[src/rtl/gau_pkg.sv]
package gau_pkg;

    // Operand and result width of every datapath word.
    localparam int DATA_W = 64;

    // Configuration port geometry: three 64-bit registers at 8-byte spacing.
    localparam int APB_AW = 5;
    localparam int APB_DW = 64;

    // Register indexes, taken from paddr[4:3].
    localparam logic [1:0] REG_MODE    = 2'd0;
    localparam logic [1:0] REG_WIDE    = 2'd1;
    localparam logic [1:0] REG_DEFAULT = 2'd2;

    // Aggregate mode codes. Codes five to seven behave as count.
    localparam logic [2:0] MODE_COUNT = 3'd0;
    localparam logic [2:0] MODE_MIN   = 3'd1;
    localparam logic [2:0] MODE_MAX   = 3'd2;
    localparam logic [2:0] MODE_SUM   = 3'd3;
    localparam logic [2:0] MODE_AVG   = 3'd4;

    // Input item function codes.
    localparam logic FUNC_GROUP = 1'b0;
    localparam logic FUNC_FOLD  = 1'b1;

    // Saturation limits of the signed average.
    localparam logic [DATA_W-1:0] SAT_MIN = {1'b1, {(DATA_W-1){1'b0}}};
    localparam logic [DATA_W-1:0] SAT_MAX = {1'b0, {(DATA_W-1){1'b1}}};

    typedef struct packed {
        logic                     func;
        logic signed [DATA_W-1:0] value;
    } t_in_item;

    typedef struct packed {
        logic signed [DATA_W-1:0] result;
        logic                     is_empty;
    } t_out_item;

    // Result of one serial fold pass.
    typedef struct packed {
        logic [DATA_W-1:0] sum;
        logic [DATA_W-1:0] value;
        logic [DATA_W-1:0] extreme;
        logic              v_lt_x;
        logic              x_lt_v;
    } t_fold_result;

    // Sign extend the low 32 bits in narrow mode, pass through in wide mode.
    function automatic logic [DATA_W-1:0] fit(input logic [DATA_W-1:0] u,
                                              input logic wide);
        logic [DATA_W-1:0] r;
        r = wide ? u : {{(DATA_W-32){u[31]}}, u[31:0]};
        return r;
    endfunction

endpackage

[src/rtl/gau_fold.sv]
module gau_fold
    import gau_pkg::*;
(
    input  logic              i_clk,
    input  logic              i_rst_n,
    input  logic              i_start,
    input  logic [DATA_W-1:0] i_value,
    input  logic [DATA_W-1:0] i_extreme,
    input  logic [DATA_W-1:0] i_total,
    output logic              o_done,
    output t_fold_result      o_res
);

    localparam int CW = $clog2(DATA_W);
    localparam logic [CW-1:0] LAST = CW'(DATA_W - 1);

    logic              r_busy, n_busy;
    logic              r_done, n_done;
    logic [CW-1:0]     r_cnt, n_cnt;
    logic [DATA_W-1:0] r_v, n_v;
    logic [DATA_W-1:0] r_x, n_x;
    logic [DATA_W-1:0] r_t, n_t;
    logic              r_c, n_c;
    logic              r_lt, n_lt;
    logic              r_gt, n_gt;

    logic w_vb, w_xb, w_tb, w_sign;

    assign w_vb   = r_v[0];
    assign w_xb   = r_x[0];
    assign w_tb   = r_t[0];
    assign w_sign = (r_cnt == LAST);

    // One bit per cycle, LSB first: serial adder for the total and a
    // running signed compare; value and extreme rotate back into place.
    always_comb begin
        n_busy = r_busy;
        n_done = 1'b0;
        n_cnt  = r_cnt;
        n_v    = r_v;
        n_x    = r_x;
        n_t    = r_t;
        n_c    = r_c;
        n_lt   = r_lt;
        n_gt   = r_gt;
        if (i_start) begin
            n_busy = 1'b1;
            n_cnt  = '0;
            n_v    = i_value;
            n_x    = i_extreme;
            n_t    = i_total;
            n_c    = 1'b0;
            n_lt   = 1'b0;
            n_gt   = 1'b0;
        end else if (r_busy) begin
            n_v = {w_vb, r_v[DATA_W-1:1]};
            n_x = {w_xb, r_x[DATA_W-1:1]};
            n_t = {w_tb ^ w_vb ^ r_c, r_t[DATA_W-1:1]};
            n_c = (w_tb & w_vb) | (w_tb & r_c) | (w_vb & r_c);
            // A higher differing bit overrides the verdict so far; the sign
            // bit ranks the other way round.
            if (w_vb != w_xb) begin
                n_lt = w_sign ? w_vb : w_xb;
                n_gt = w_sign ? w_xb : w_vb;
            end
            n_cnt = r_cnt + 1'b1;
            if (w_sign) begin
                n_busy = 1'b0;
                n_done = 1'b1;
            end
        end
    end

    always_ff @(posedge i_clk) begin
        if (!i_rst_n) begin
            r_busy <= 1'b0;
            r_done <= 1'b0;
        end else begin
            r_busy <= n_busy;
            r_done <= n_done;
        end
        r_cnt <= n_cnt;
        r_v   <= n_v;
        r_x   <= n_x;
        r_t   <= n_t;
        r_c   <= n_c;
        r_lt  <= n_lt;
        r_gt  <= n_gt;
    end

    assign o_done         = r_done;
    assign o_res.sum      = r_t;
    assign o_res.value    = r_v;
    assign o_res.extreme  = r_x;
    assign o_res.v_lt_x   = r_lt;
    assign o_res.x_lt_v   = r_gt;

endmodule

[src/rtl/gau_div.sv]
module gau_div
    import gau_pkg::*;
#(
    parameter int COUNT_BITS = 32,
    parameter int FRAC_BITS  = 16
) (
    input  logic                  i_clk,
    input  logic                  i_rst_n,
    input  logic                  i_start,
    input  logic [DATA_W-1:0]     i_total,
    input  logic [COUNT_BITS-1:0] i_count,
    output logic                  o_done,
    output logic [DATA_W-1:0]     o_quot
);

    localparam int STEPS = DATA_W + FRAC_BITS;
    localparam int SW    = $clog2(STEPS + 1);
    localparam logic [SW-1:0] LAST = SW'(STEPS - 1);

    logic              r_busy, n_busy;
    logic              r_fin, n_fin;
    logic              r_done, n_done;
    logic [SW-1:0]     r_cnt, n_cnt;
    logic              r_neg, n_neg;
    logic              r_ovf, n_ovf;
    logic [DATA_W-1:0] r_dvd, n_dvd;
    logic [DATA_W-1:0] r_den, n_den;
    logic [DATA_W-1:0] r_rem, n_rem;
    logic [DATA_W-1:0] r_q, n_q;
    logic [DATA_W-1:0] r_quot, n_quot;

    logic [DATA_W-1:0] w_shift;
    logic              w_ge;

    // Partial remainder shifted by one dividend bit; zeros follow the
    // magnitude for the fraction bits.
    assign w_shift = {r_rem[DATA_W-2:0], r_dvd[DATA_W-1]};
    assign w_ge    = r_rem[DATA_W-1] || (w_shift >= r_den);

    // Restoring divider, one quotient bit per cycle, then a sign and
    // saturation step.
    always_comb begin
        n_busy = r_busy;
        n_fin  = 1'b0;
        n_done = 1'b0;
        n_cnt  = r_cnt;
        n_neg  = r_neg;
        n_ovf  = r_ovf;
        n_dvd  = r_dvd;
        n_den  = r_den;
        n_rem  = r_rem;
        n_q    = r_q;
        n_quot = r_quot;
        if (i_start) begin
            n_busy = 1'b1;
            n_cnt  = '0;
            n_neg  = i_total[DATA_W-1];
            n_ovf  = 1'b0;
            n_dvd  = i_total[DATA_W-1] ? (DATA_W'(0) - i_total) : i_total;
            n_den  = DATA_W'(i_count);
            n_rem  = '0;
            n_q    = '0;
        end else if (r_busy) begin
            n_dvd = {r_dvd[DATA_W-2:0], 1'b0};
            n_rem = w_ge ? (w_shift - r_den) : w_shift;
            n_ovf = r_ovf | r_q[DATA_W-1];
            n_q   = {r_q[DATA_W-2:0], w_ge};
            n_cnt = r_cnt + 1'b1;
            if (r_cnt == LAST) begin
                n_busy = 1'b0;
                n_fin  = 1'b1;
            end
        end else if (r_fin) begin
            if (r_neg) begin
                n_quot = (r_ovf || (r_q[DATA_W-1] && (|r_q[DATA_W-2:0])))
                         ? SAT_MIN : (DATA_W'(0) - r_q);
            end else begin
                n_quot = (r_ovf || r_q[DATA_W-1]) ? SAT_MAX : r_q;
            end
            n_done = 1'b1;
        end
    end

    always_ff @(posedge i_clk) begin
        if (!i_rst_n) begin
            r_busy <= 1'b0;
            r_fin  <= 1'b0;
            r_done <= 1'b0;
        end else begin
            r_busy <= n_busy;
            r_fin  <= n_fin;
            r_done <= n_done;
        end
        r_cnt  <= n_cnt;
        r_neg  <= n_neg;
        r_ovf  <= n_ovf;
        r_dvd  <= n_dvd;
        r_den  <= n_den;
        r_rem  <= n_rem;
        r_q    <= n_q;
        r_quot <= n_quot;
    end

    assign o_done = r_done;
    assign o_quot = r_quot;

endmodule

[src/rtl/group_aggregate_unit.sv]
// Channel   Direction  Handshake                   Beat
// -------   ---------  --------------------------  ---------------------------
// in        input      i_in_valid / o_in_ready     t_in_item  (func, value)
// out       output     o_out_valid / i_out_ready   t_out_item (result, is_empty)
// config    input      APB psel/penable/pwrite     64-bit register, addr 8*i
//
// A group start goes from accept through S_RESULT and S_OUT to the output register.
// In a fold, the serial fold unit walks all 64 operand bits.
// In average mode with a non-empty group the restoring divider runs
// after S_RESULT, then a sign and saturation step.
// One beat is in work at a time; the output register holds a finished
// result while the next beat is accepted. Reset is synchronous, active low.
module group_aggregate_unit
    import gau_pkg::*;
#(
    parameter int COUNT_BITS = 32,
    parameter int FRAC_BITS  = 16
) (
    input  logic              i_clk,
    input  logic              i_rst_n,
    input  logic              i_in_valid,
    output logic              o_in_ready,
    input  t_in_item          i_in_data,
    output logic              o_out_valid,
    input  logic              i_out_ready,
    output t_out_item         o_out_data,
    input  logic              psel,
    input  logic              penable,
    input  logic              pwrite,
    input  logic [APB_AW-1:0] paddr,
    input  logic [APB_DW-1:0] pwdata,
    output logic [APB_DW-1:0] prdata,
    output logic              pready
);

    localparam logic [2:0] S_IDLE   = 3'd0;
    localparam logic [2:0] S_FOLD   = 3'd1;
    localparam logic [2:0] S_RESULT = 3'd2;
    localparam logic [2:0] S_DIV    = 3'd3;
    localparam logic [2:0] S_OUT    = 3'd4;

    // Configuration registers.
    logic [2:0]        r_mode;
    logic              r_wide;
    logic [DATA_W-1:0] r_default;

    // Group state.
    logic [COUNT_BITS-1:0] r_count, n_count;
    logic [DATA_W-1:0]     r_extreme, n_extreme;
    logic [DATA_W-1:0]     r_total, n_total;

    // Control and result staging.
    logic [2:0]        r_state, n_state;
    logic [DATA_W-1:0] r_res, n_res;
    logic              r_res_empty, n_res_empty;
    logic              r_out_valid, n_out_valid;
    t_out_item         r_out, n_out;

    logic         w_in_acc;
    logic         w_fold_start;
    logic         w_fold_done;
    t_fold_result w_fold;
    logic         w_div_start;
    logic         w_div_done;
    logic [DATA_W-1:0] w_quot;
    logic         w_wr;
    logic         w_take;

    assign w_in_acc     = i_in_valid && o_in_ready;
    assign w_fold_start = w_in_acc && (i_in_data.func == FUNC_FOLD);
    assign w_wr         = psel && penable && pwrite && pready;

    // Register file; the host must write it only while no beat is in work; the block does not enforce this.
    always_ff @(posedge i_clk) begin
        if (!i_rst_n) begin
            r_mode    <= MODE_COUNT;
            r_wide    <= 1'b0;
            r_default <= '0;
        end else if (w_wr) begin
            case (paddr[4:3])
                REG_MODE:    r_mode    <= pwdata[2:0];
                REG_WIDE:    r_wide    <= pwdata[0];
                REG_DEFAULT: r_default <= pwdata;
                default:     ;
            endcase
        end
    end

    // Register readback.
    always_comb begin
        case (paddr[4:3])
            REG_MODE:    prdata = APB_DW'(r_mode);
            REG_WIDE:    prdata = APB_DW'(r_wide);
            REG_DEFAULT: prdata = r_default;
            default:     prdata = '0;
        endcase
    end

    assign pready = 1'b1;

    gau_fold u_fold (
        .i_clk     (i_clk),
        .i_rst_n   (i_rst_n),
        .i_start   (w_fold_start),
        .i_value   (fit(i_in_data.value, r_wide)),
        .i_extreme (fit(r_extreme, r_wide)),
        .i_total   (fit(r_total, r_wide)),
        .o_done    (w_fold_done),
        .o_res     (w_fold)
    );

    gau_div #(
        .COUNT_BITS (COUNT_BITS),
        .FRAC_BITS  (FRAC_BITS)
    ) u_div (
        .i_clk   (i_clk),
        .i_rst_n (i_rst_n),
        .i_start (w_div_start),
        .i_total (fit(r_total, r_wide)),
        .i_count (r_count),
        .o_done  (w_div_done),
        .o_quot  (w_quot)
    );

    assign w_div_start = (r_state == S_RESULT) && (r_mode == MODE_AVG) && (r_count != '0);
    assign w_take      = (r_state == S_OUT) && (!r_out_valid || i_out_ready);

    // Sequencer: fold or clear the group, then pick the aggregate, divide for a
    // non-empty average, and hand the beat to the output register.
    always_comb begin
        n_state     = r_state;
        n_count     = r_count;
        n_extreme   = r_extreme;
        n_total     = r_total;
        n_res       = r_res;
        n_res_empty = r_res_empty;
        case (r_state)
            S_IDLE: begin
                if (w_in_acc) begin
                    if (i_in_data.func == FUNC_FOLD) begin
                        n_state = S_FOLD;
                    end else begin
                        n_count   = '0;
                        n_extreme = '0;
                        n_total   = '0;
                        n_state   = S_RESULT;
                    end
                end
            end
            S_FOLD: begin
                if (w_fold_done) begin
                    if ((r_count == '0) ||
                        ((r_mode == MODE_MIN) && w_fold.v_lt_x) ||
                        ((r_mode == MODE_MAX) && w_fold.x_lt_v)) begin
                        n_extreme = w_fold.value;
                    end else begin
                        n_extreme = w_fold.extreme;
                    end
                    n_total = fit(w_fold.sum, r_wide);
                    if (r_count != '1) begin
                        n_count = r_count + 1'b1;
                    end
                    n_state = S_RESULT;
                end
            end
            S_RESULT: begin
                n_res_empty = (r_count == '0);
                n_state     = S_OUT;
                case (r_mode)
                    MODE_MIN, MODE_MAX: begin
                        n_res = (r_count != '0) ? fit(r_extreme, r_wide)
                                                : fit(r_default, r_wide);
                    end
                    MODE_SUM: begin
                        n_res = (r_count != '0) ? fit(r_total, r_wide)
                                                : fit(r_default, r_wide);
                    end
                    MODE_AVG: begin
                        if (r_count != '0) begin
                            n_state = S_DIV;
                        end else begin
                            n_res = r_default;
                        end
                    end
                    default: begin
                        n_res = DATA_W'(r_count);
                    end
                endcase
            end
            S_DIV: begin
                if (w_div_done) begin
                    n_res   = w_quot;
                    n_state = S_OUT;
                end
            end
            S_OUT: begin
                if (w_take) begin
                    n_state = S_IDLE;
                end
            end
            default: begin
                n_state = S_IDLE;
            end
        endcase
    end

    // Output register: loaded when free or being drained this cycle.
    always_comb begin
        n_out_valid = r_out_valid;
        n_out       = r_out;
        if (r_out_valid && i_out_ready) begin
            n_out_valid = 1'b0;
        end
        if (w_take) begin
            n_out_valid     = 1'b1;
            n_out.result    = r_res;
            n_out.is_empty  = r_res_empty;
        end
    end

    always_ff @(posedge i_clk) begin
        if (!i_rst_n) begin
            r_state     <= S_IDLE;
            r_out_valid <= 1'b0;
            r_count     <= '0;
            r_extreme   <= '0;
            r_total     <= '0;
        end else begin
            r_state     <= n_state;
            r_out_valid <= n_out_valid;
            r_count     <= n_count;
            r_extreme   <= n_extreme;
            r_total     <= n_total;
        end
        r_res       <= n_res;
        r_res_empty <= n_res_empty;
        r_out       <= n_out;
    end

    assign o_in_ready  = (r_state == S_IDLE);
    assign o_out_valid = r_out_valid;
    assign o_out_data  = r_out;

endmodule

[config.mk]
export PLATFORM = sky130hd
export DESIGN_NAME = group_aggregate_unit
export DESIGN_NICKNAME = d
export VERILOG_FILES = /design/src/rtl/gau_pkg.sv /design/src/rtl/gau_fold.sv /design/src/rtl/gau_div.sv /design/src/rtl/group_aggregate_unit.sv
export SDC_FILE = /design/constraint.sdc
export NUM_CORES = 2
export LEC_CHECK = 0
export BUFFER_PORTS_ARGS = -buffer_cell sky130_fd_sc_hd__buf_2
export CAP_MARGIN = 20
export CORE_ASPECT_RATIO = 0.5
export CORE_UTILIZATION = 65
export DETAILED_ROUTE_END_ITERATION = 7
export PLACE_DENSITY = 0.87
export SETUP_SLACK_MARGIN = 0.3
export SYNTH_ARGS = -nofsm -noshare
export SYNTH_HDL_FRONTEND = slang
export SYNTH_HIERARCHICAL = 1
export SYNTH_SLANG_ARGS = --single-unit
[constraint.sdc]
create_clock -name i_clk -period 8.02 [get_ports i_clk]
set_input_delay 0.802 -clock i_clk [delete_from_list [all_inputs] [get_ports i_clk]]
set_output_delay 0.802 -clock i_clk [all_outputs]
set_load 0.02 [all_outputs]
### Word level (Yosys, flattened, before mapping)

Index checks and enable logic that the tools add are counted.

* register bits after elaboration: 865
* input port bits: 141
* output and inout bits: 132
* word-level logic and storage cells: 171

* add/subtract/negate cells: 6
* magnitude comparators: 1
* eq/ne operators: 21
* multiplexer cells: 58
* bitwise gates (word level): 12
* reduce and logical (&&, ||, !) cells: 41

Operators by type and width (count)
* $mux W64: 27
* $pmux W64 S2: 3
* $pmux W64 S3: 2
* $mux W32: 4
* $sub A1 B64 Y64 const A: 2
* $ge A64 B32 Y1: 1
* $pmux W32 S2: 1
* $sub A64 B32 Y64: 1
* $reduce_or A63 Y1: 1
* $add A32 B1 Y32 const B: 1
* $logic_not A32 Y1: 1
* $ne A32 B32 Y1 const B: 1
* $reduce_bool A32 Y1: 1
* $mux W3: 6
* $pmux W3 S5: 1
* $mux W1: 13
* $eq A3 B2 Y1 const B: 4
* $logic_and A1 B1 Y1: 11
* $reduce_bool A2 Y1: 5
* $reduce_or A3 Y1: 3
* $reduce_and A2 Y1: 4
* $reduce_and A4 Y1: 2
* $add A7 B1 Y7 const B: 1
* $eq A7 B7 Y1 const B: 1
* other kinds (22): 42

### Depth between registers and ports, before layout

* depth after elaboration: 7
* mapped depth: 14
* mapped depth without buffers: 13

### Hierarchy

The synthesis kept the hierarchy.

Modules (own cells, without submodules)
* group_aggregate_unit: instances 1, cells an instance 2055, area an instance 17658.2 um^2, seq. area each 8548.2 um^2
* gau_div: instances 1, cells an instance 1853, area an instance 16631.0 um^2, seq. area each 7617.3 um^2
* gau_fold: instances 1, cells an instance 462, area an instance 8710.9 um^2, seq. area each 5985.7 um^2

### Worst setup path before layout

No wires, ideal clock.

* kind: register to register
* start point: reg r_state[2]
* end point: reg u_fold.r_t[0] (enable)
* setup time: 472 ps
* arrival time: 4266 ps
* data required time: 7548 ps
* slack: 3281 ps
* stages on the path, launching flop included: 8
* buffers on the path: 4
* clock period less this slack: 4739 ps
* cell sequence: dfxtp_1 > buf_1 > nor3_1 > and3_1 > buf_2 > buf_6 > buf_2 > or2_2

* longest elaborated chain between the ends: 4

Ends and longest elaborated chain
* start, declared: RTL line group_aggregate_unit.sv:53 `logic [2:0] r_state, n_state;`
* start signal, assigned: RTL line group_aggregate_unit.sv:229 `r_state <= n_state;`
* $logic_not A3 Y1: RTL line group_aggregate_unit.sv:240 `assign o_in_ready = (r_state == S_IDLE);`
* via o_in_ready: RTL line group_aggregate_unit.sv:22 `output logic o_in_ready,`
* $logic_and A1 B1 Y1: RTL line group_aggregate_unit.sv:69 `assign w_in_acc = i_in_valid && o_in_ready;`
* $logic_and A1 B1 Y1: RTL line group_aggregate_unit.sv:70 `assign w_fold_start = w_in_acc && (i_in_data.func == FUNC_FOLD);`
* via w_fold_start: RTL line group_aggregate_unit.sv:60 `logic w_fold_start;`
* $reduce_bool A2 Y1 (no line)
* end signal, assigned: RTL line gau_fold.sv:85 `r_t <= n_t;`
* end, declared: RTL line gau_fold.sv:22 `logic [DATA_W-1:0] r_t, n_t;`

The timed path passes the listed nets, and every way through them passes these cells.
A chain may end at the register's enable or synchronous reset.

### Final worst setup path

* start point: reg r_wide
* end point: reg u_div.r_dvd[62] (data pin)

* longest elaborated chain between the ends: 4

Ends and longest elaborated chain
* start, declared: RTL line group_aggregate_unit.sv:44 `logic r_wide;`
* start signal, assigned: RTL line group_aggregate_unit.sv:82 `REG_WIDE: r_wide <= pwdata[0];`
* $mux W64 (*): RTL line gau_pkg.sv:53 `r = wide ? u : {{(DATA_W-32){u[31]}}, u[31:0]};`
* $sub A1 B64 Y64: RTL line gau_div.sv:59 `n_dvd = i_total[DATA_W-1] ? (DATA_W'(0) - i_total) : i_total;`
* $mux W64 (*): RTL line gau_div.sv:59
* $mux W64 (*): RTL line gau_div.sv:54 `if (i_start) begin`
* via u_div.n_dvd[62]: RTL line gau_div.sv:26 `logic [DATA_W-1:0] r_dvd, n_dvd;`
* end signal, assigned: RTL line gau_div.sv:97 `r_dvd <= n_dvd;`
* end, declared: RTL line gau_div.sv:26

The timed path passes the listed nets; every way through them passes the cells marked *.

==> flow_metrics.py <==
metrics = {
    "layout": {
        "core_utilization_of_the_finished_layout": 0.726,
        "syn_to_layout_area_delta_pct": 10.1,
        "layout.nets": 4638,
        "final_design_area_no_fill_um2": 47300,
        "sequential_cell_area_um2": 22200,
        "n_fill_cell": 4429,
        "drive_above_1_share": 0.157,
        "antenna_fix_cells": 0,
        "multiInputGateArea_um2": 19300,
    },
    "clocking": {
        "ctsResizeCount": 0,
        "clkTransAtPathRegs_ns": 0.07,
        "cts_max_level": 3,
        "number_of_buffers_between_clock_root_and_the_deepest_sink": 3,
        "tritoncts": "yes",
        "cts_hold_buffers": 0,
        "clock_latency_on_the_worst_skew_pair_ns": 0.67,
        "clk_root_buffer_cell": "sky130_fd_sc_hd__clkbuf_16",
        "clock_sinks": 865,
        "cts_inserted_buffers": 77,
        "post_cts_setup_buffers": 0,
    },
    "routing": {
        "detail_route.first_pass.iterations": 8,
        "drcViolationCount": 0,
        "wl_per_cell_um": 22.8,
        "postRouteAntennaNets": 0,
        "post_drt_via_cell_ratio": 6.61,
        "vias": 35700,
        "drt_iter0_markers": 5065,
        "routed_wl_mm": 123,
    },
    "yosys": {
        "synth_sequential_area_ratio": 0.515,
        "post_synth_fa_ha_maj_area_fraction": 0.0120,
        "dominantRegCellSynth": "sky130_fd_sc_hd__edfxtp_1",
        "synthArstFlopShare": 0,
        "synth_top_family_by_area": "compound AO/OA/AOI/OAI gates",
        "yosys_register_bits": 865,
        "number_of_enable_type_register_cells_in_the_synthesized_netlist": 483,
        "synth.cell_area_um2": 43000,
        "average_cell_area_after_synthesis_um2": 9.84,
        "area_fraction_in_compound_gates_after_synthesis": 0.162,
        "mappedNetlistNets": 4551,
        "yosysUniqueCellTypes": 97,
        "post_synthesis_simple_gate_area_fraction": 0.161,
        "synthesis.yosys.warnings": 6,
        "xor_and_xnor_area_share_after_synthesis": 0.0251,
        "muxShareOfSynthArea": 0.0857,
        "post_synth_inst_count": 4370,
    },
    "run_status": {
        "violations": "slew limit",
        "run_status": "finished, violations left",
    },
    "sta": {
        "grt_setup_unrepaired": "false",
        "timing.fmax_mhz": 200,
        "timing.final.crit_share": 0.622,
        "transition_time_at_the_pin_with_the_least_slew_margin_ns": 1.65,
        "setup_viol": 0,
        "finalClockSkew_ns": 0.0403,
        "fin_hold_ws_ns": 0.370,
        "final_period_minus_worst_setup_slack_ns": 4.99,
        "max-slew-margin-rel": -0.0988,
        "tns_ns": 0,
        "timing.final.hold_violations": 0,
        "report.final.slew_viol_count": 91,
    },
    "die": {
        "die_w_um": 366,
        "chipHeight_um": 184,
        "floorplan_core_area_um2": 65200,
        "initial_core_util": 0.660,
        "fp.dieArea_um2": 67200,
        "fp-row-count": 66,
        "floorplan.io_pins": 273,
    },
    "critical_path": {
        "cp_data_required_time_ns": 8.38,
        "worst_setup_path_start_kind": "flip-flop",
        "crit_arrival_ns": 5.35,
        "path_max_fanout": 38,
        "criticalPathCategory": "reg2reg",
        "worst_setup_path_end_kind": "flip-flop",
    },
    "pwr": {
        "pwr-share-comb": 0.073,
        "peakVddDrop_mv": 0.265,
        "p_leak_nw": 18.2,
        "pwr-share-seq": 0.520,
        "power_density_nw_per_um2": 206,
        "internal_power_mw": 7.45,
        "clkPwrFrac": 0.408,
        "post-layout-total-power_mw": 9.74,
        "power.switching_fraction": 0.235,
        "power.net_switching_mw": 2.29,
    },
    "grt": {
        "grt_total_ovfl": 0,
        "initial_antenna_violation_count": 5,
        "pin_count_of_the_biggest_net_entering_global_routing": 193,
        "track_usage": 0.357,
        "grt_first_pass_wirelength_mm": 188,
        "grt_pass1_vias": 33200,
    },
    "place": {
        "detailedPlacementHpwl_mm": 81.1,
        "buffer_ports.inserted": 268,
        "dpl-instance-area_um2": 44600,
        "routabilityCongestion": 0.954,
    },
    "run": {
        "max-cap-violations": 0,
    },
    "worst_hold_path": {
        "timing.hold.worst.class": "in2reg",
    },
}
-- flip-flops by register name, indices dropped and copies added, names as in the netlist, 3 cells and up --
signal / flops
r_default: 64
r_extreme: 64
r_total: 64
r_state: 3
u_div/r_q: 64
o_out_data: 65
r_mode: 3
u_fold/r_cnt: 6
u_div/r_den: 32
u_fold/r_t: 64
u_fold/r_v: 64
u_div/r_cnt: 7
u_div/r_rem: 64
u_div/o_quot: 64
r_count: 32
u_fold/r_x: 64
r_res: 64
u_div/r_dvd: 64
-- critical path, stage by stage, from the launching register on --
cell and delay, ns:
sky130_fd_sc_hd__dfxtp_4 0.62, sky130_fd_sc_hd__nand2b_1 0.72, sky130_fd_sc_hd__buf_4 0.35, sky130_fd_sc_hd__nand2_1 0.21, sky130_fd_sc_hd__or3_1 0.45, sky130_fd_sc_hd__or3_1 0.38
sky130_fd_sc_hd__or3_1 0.38, sky130_fd_sc_hd__or3_1 0.38, sky130_fd_sc_hd__or3_1 0.38, sky130_fd_sc_hd__or3_1 0.37, sky130_fd_sc_hd__o21ai_2 0.16, sky130_fd_sc_hd__xor2_1 0.16
sky130_fd_sc_hd__a21oi_1 0.10
-- logic make-up after synthesis --
family	after synthesis
adder cells (fa/ha/maj)	40
XOR/XNOR	123
multiplexers	340
AO/OA/AOI/OAI	1097
AND/OR/NAND/NOR	1516
flip-flops	865
buffers and inverters	388
other	1
-- placed cells by master, fill, tap and decap left out, drive strengths merged, types with 25 or more instances in the layout --
cell / count
a211oi: 34
a21o: 76
a21oi: 355
a22o: 34
a22oi: 65
a311oi: 28
a31oi: 54
and2: 69
buf: 323
clkbuf: 101
dfxtp: 382
edfxtp: 483
ha: 38
inv: 76
mux2: 194
mux2i: 146
nand2: 667
nand3: 79
nand4: 25
nor2: 377
nor2b: 43
nor3: 49
nor4: 31
o21ai: 244
o221ai: 31
o22ai: 33
o31ai: 33
or3: 49
or4: 36
xnor2: 38
xor2: 85
-- metrics by stage --
stage	cells	setup slack, ns
2_1_floorplan	4370	3.28
3_3_place_gp	5256	2.86
3_5_place_dp	5258	3.20
4_1_cts	5399	3.15
5_1_grt	5403	2.88
6_report	5403	3.03
-- final cells by class --
class / count / share of cell area
flip-flops and latches: 865 / 0.468
multi-input cells: 3117 / 0.407
clock buffers: 101 / 0.0462
repair buffers: 323 / 0.0390
well taps: 884 / 0.0234
clock inverters: 40 / 0.00991
inverters: 73 / 0.00584
-- synthesized netlist by cell type, types with 34 or more instances --
library cell	n	area, um^2
sky130_fd_sc_hd__edfxtp_1	483	14500
sky130_fd_sc_hd__nor2_1	377	1420
sky130_fd_sc_hd__a21o_1	76	571
sky130_fd_sc_hd__clkbuf_1	249	935
sky130_fd_sc_hd__xor2_1	85	744
sky130_fd_sc_hd__a31oi_1	54	338
sky130_fd_sc_hd__mux2i_1	146	1460
sky130_fd_sc_hd__nand3_1	79	395
sky130_fd_sc_hd__xnor2_1	38	333
sky130_fd_sc_hd__dfxtp_1	382	7650
sky130_fd_sc_hd__nor3_1	48	240
sky130_fd_sc_hd__a21oi_1	355	1780
sky130_fd_sc_hd__and2_1	69	432
sky130_fd_sc_hd__a22oi_1	65	488
sky130_fd_sc_hd__ha_1	38	475
sky130_fd_sc_hd__nor2b_1	43	269
sky130_fd_sc_hd__mux2_2	179	2020
sky130_fd_sc_hd__inv_1	69	259
sky130_fd_sc_hd__a22o_1	34	298
sky130_fd_sc_hd__nand2_1	666	2500
sky130_fd_sc_hd__o21ai_0	207	1040
sky130_fd_sc_hd__or3_1	49	307
-- power by group through the flow --
stage	clock, mW	sequential [mW]	combinational [mW]
after floorplan	0	5.11	0.507
after global placement	0	5.13	0.656
after detailed placement	0	5.15	0.684
after CTS	3.99	5.05	0.692
after global routing	4.16	5.07	0.757
final	3.97	5.06	0.708
-- layer usage --
| layer | wire length (um) | track usage | up-vias |
|---|---|---|---|
| li1 | - | - | 16100 |
| met1 | 46200 | 0.461 | 17000 |
| met2 | 55300 | 0.553 | 2277 |
| met3 | 15800 | 0.104 | 383 |
| met4 | 6080 | 0.170 | 4 |
| met5 | 27 | 0.0107 | - |
-- final timing paths --
path,to,slack [ns],cells after the start,start
worst max-delay path,u_div/r_dvd[62],3.03,12,r_wide
worst min register to register,o_out_data[53],0.42,0,r_res[52]
worst max register to register,u_div/r_dvd[62],3.03,12,r_wide
worst min-delay path,r_default[60],0.37,3,pwdata[60]
Power figures use the tool's default switching activity.
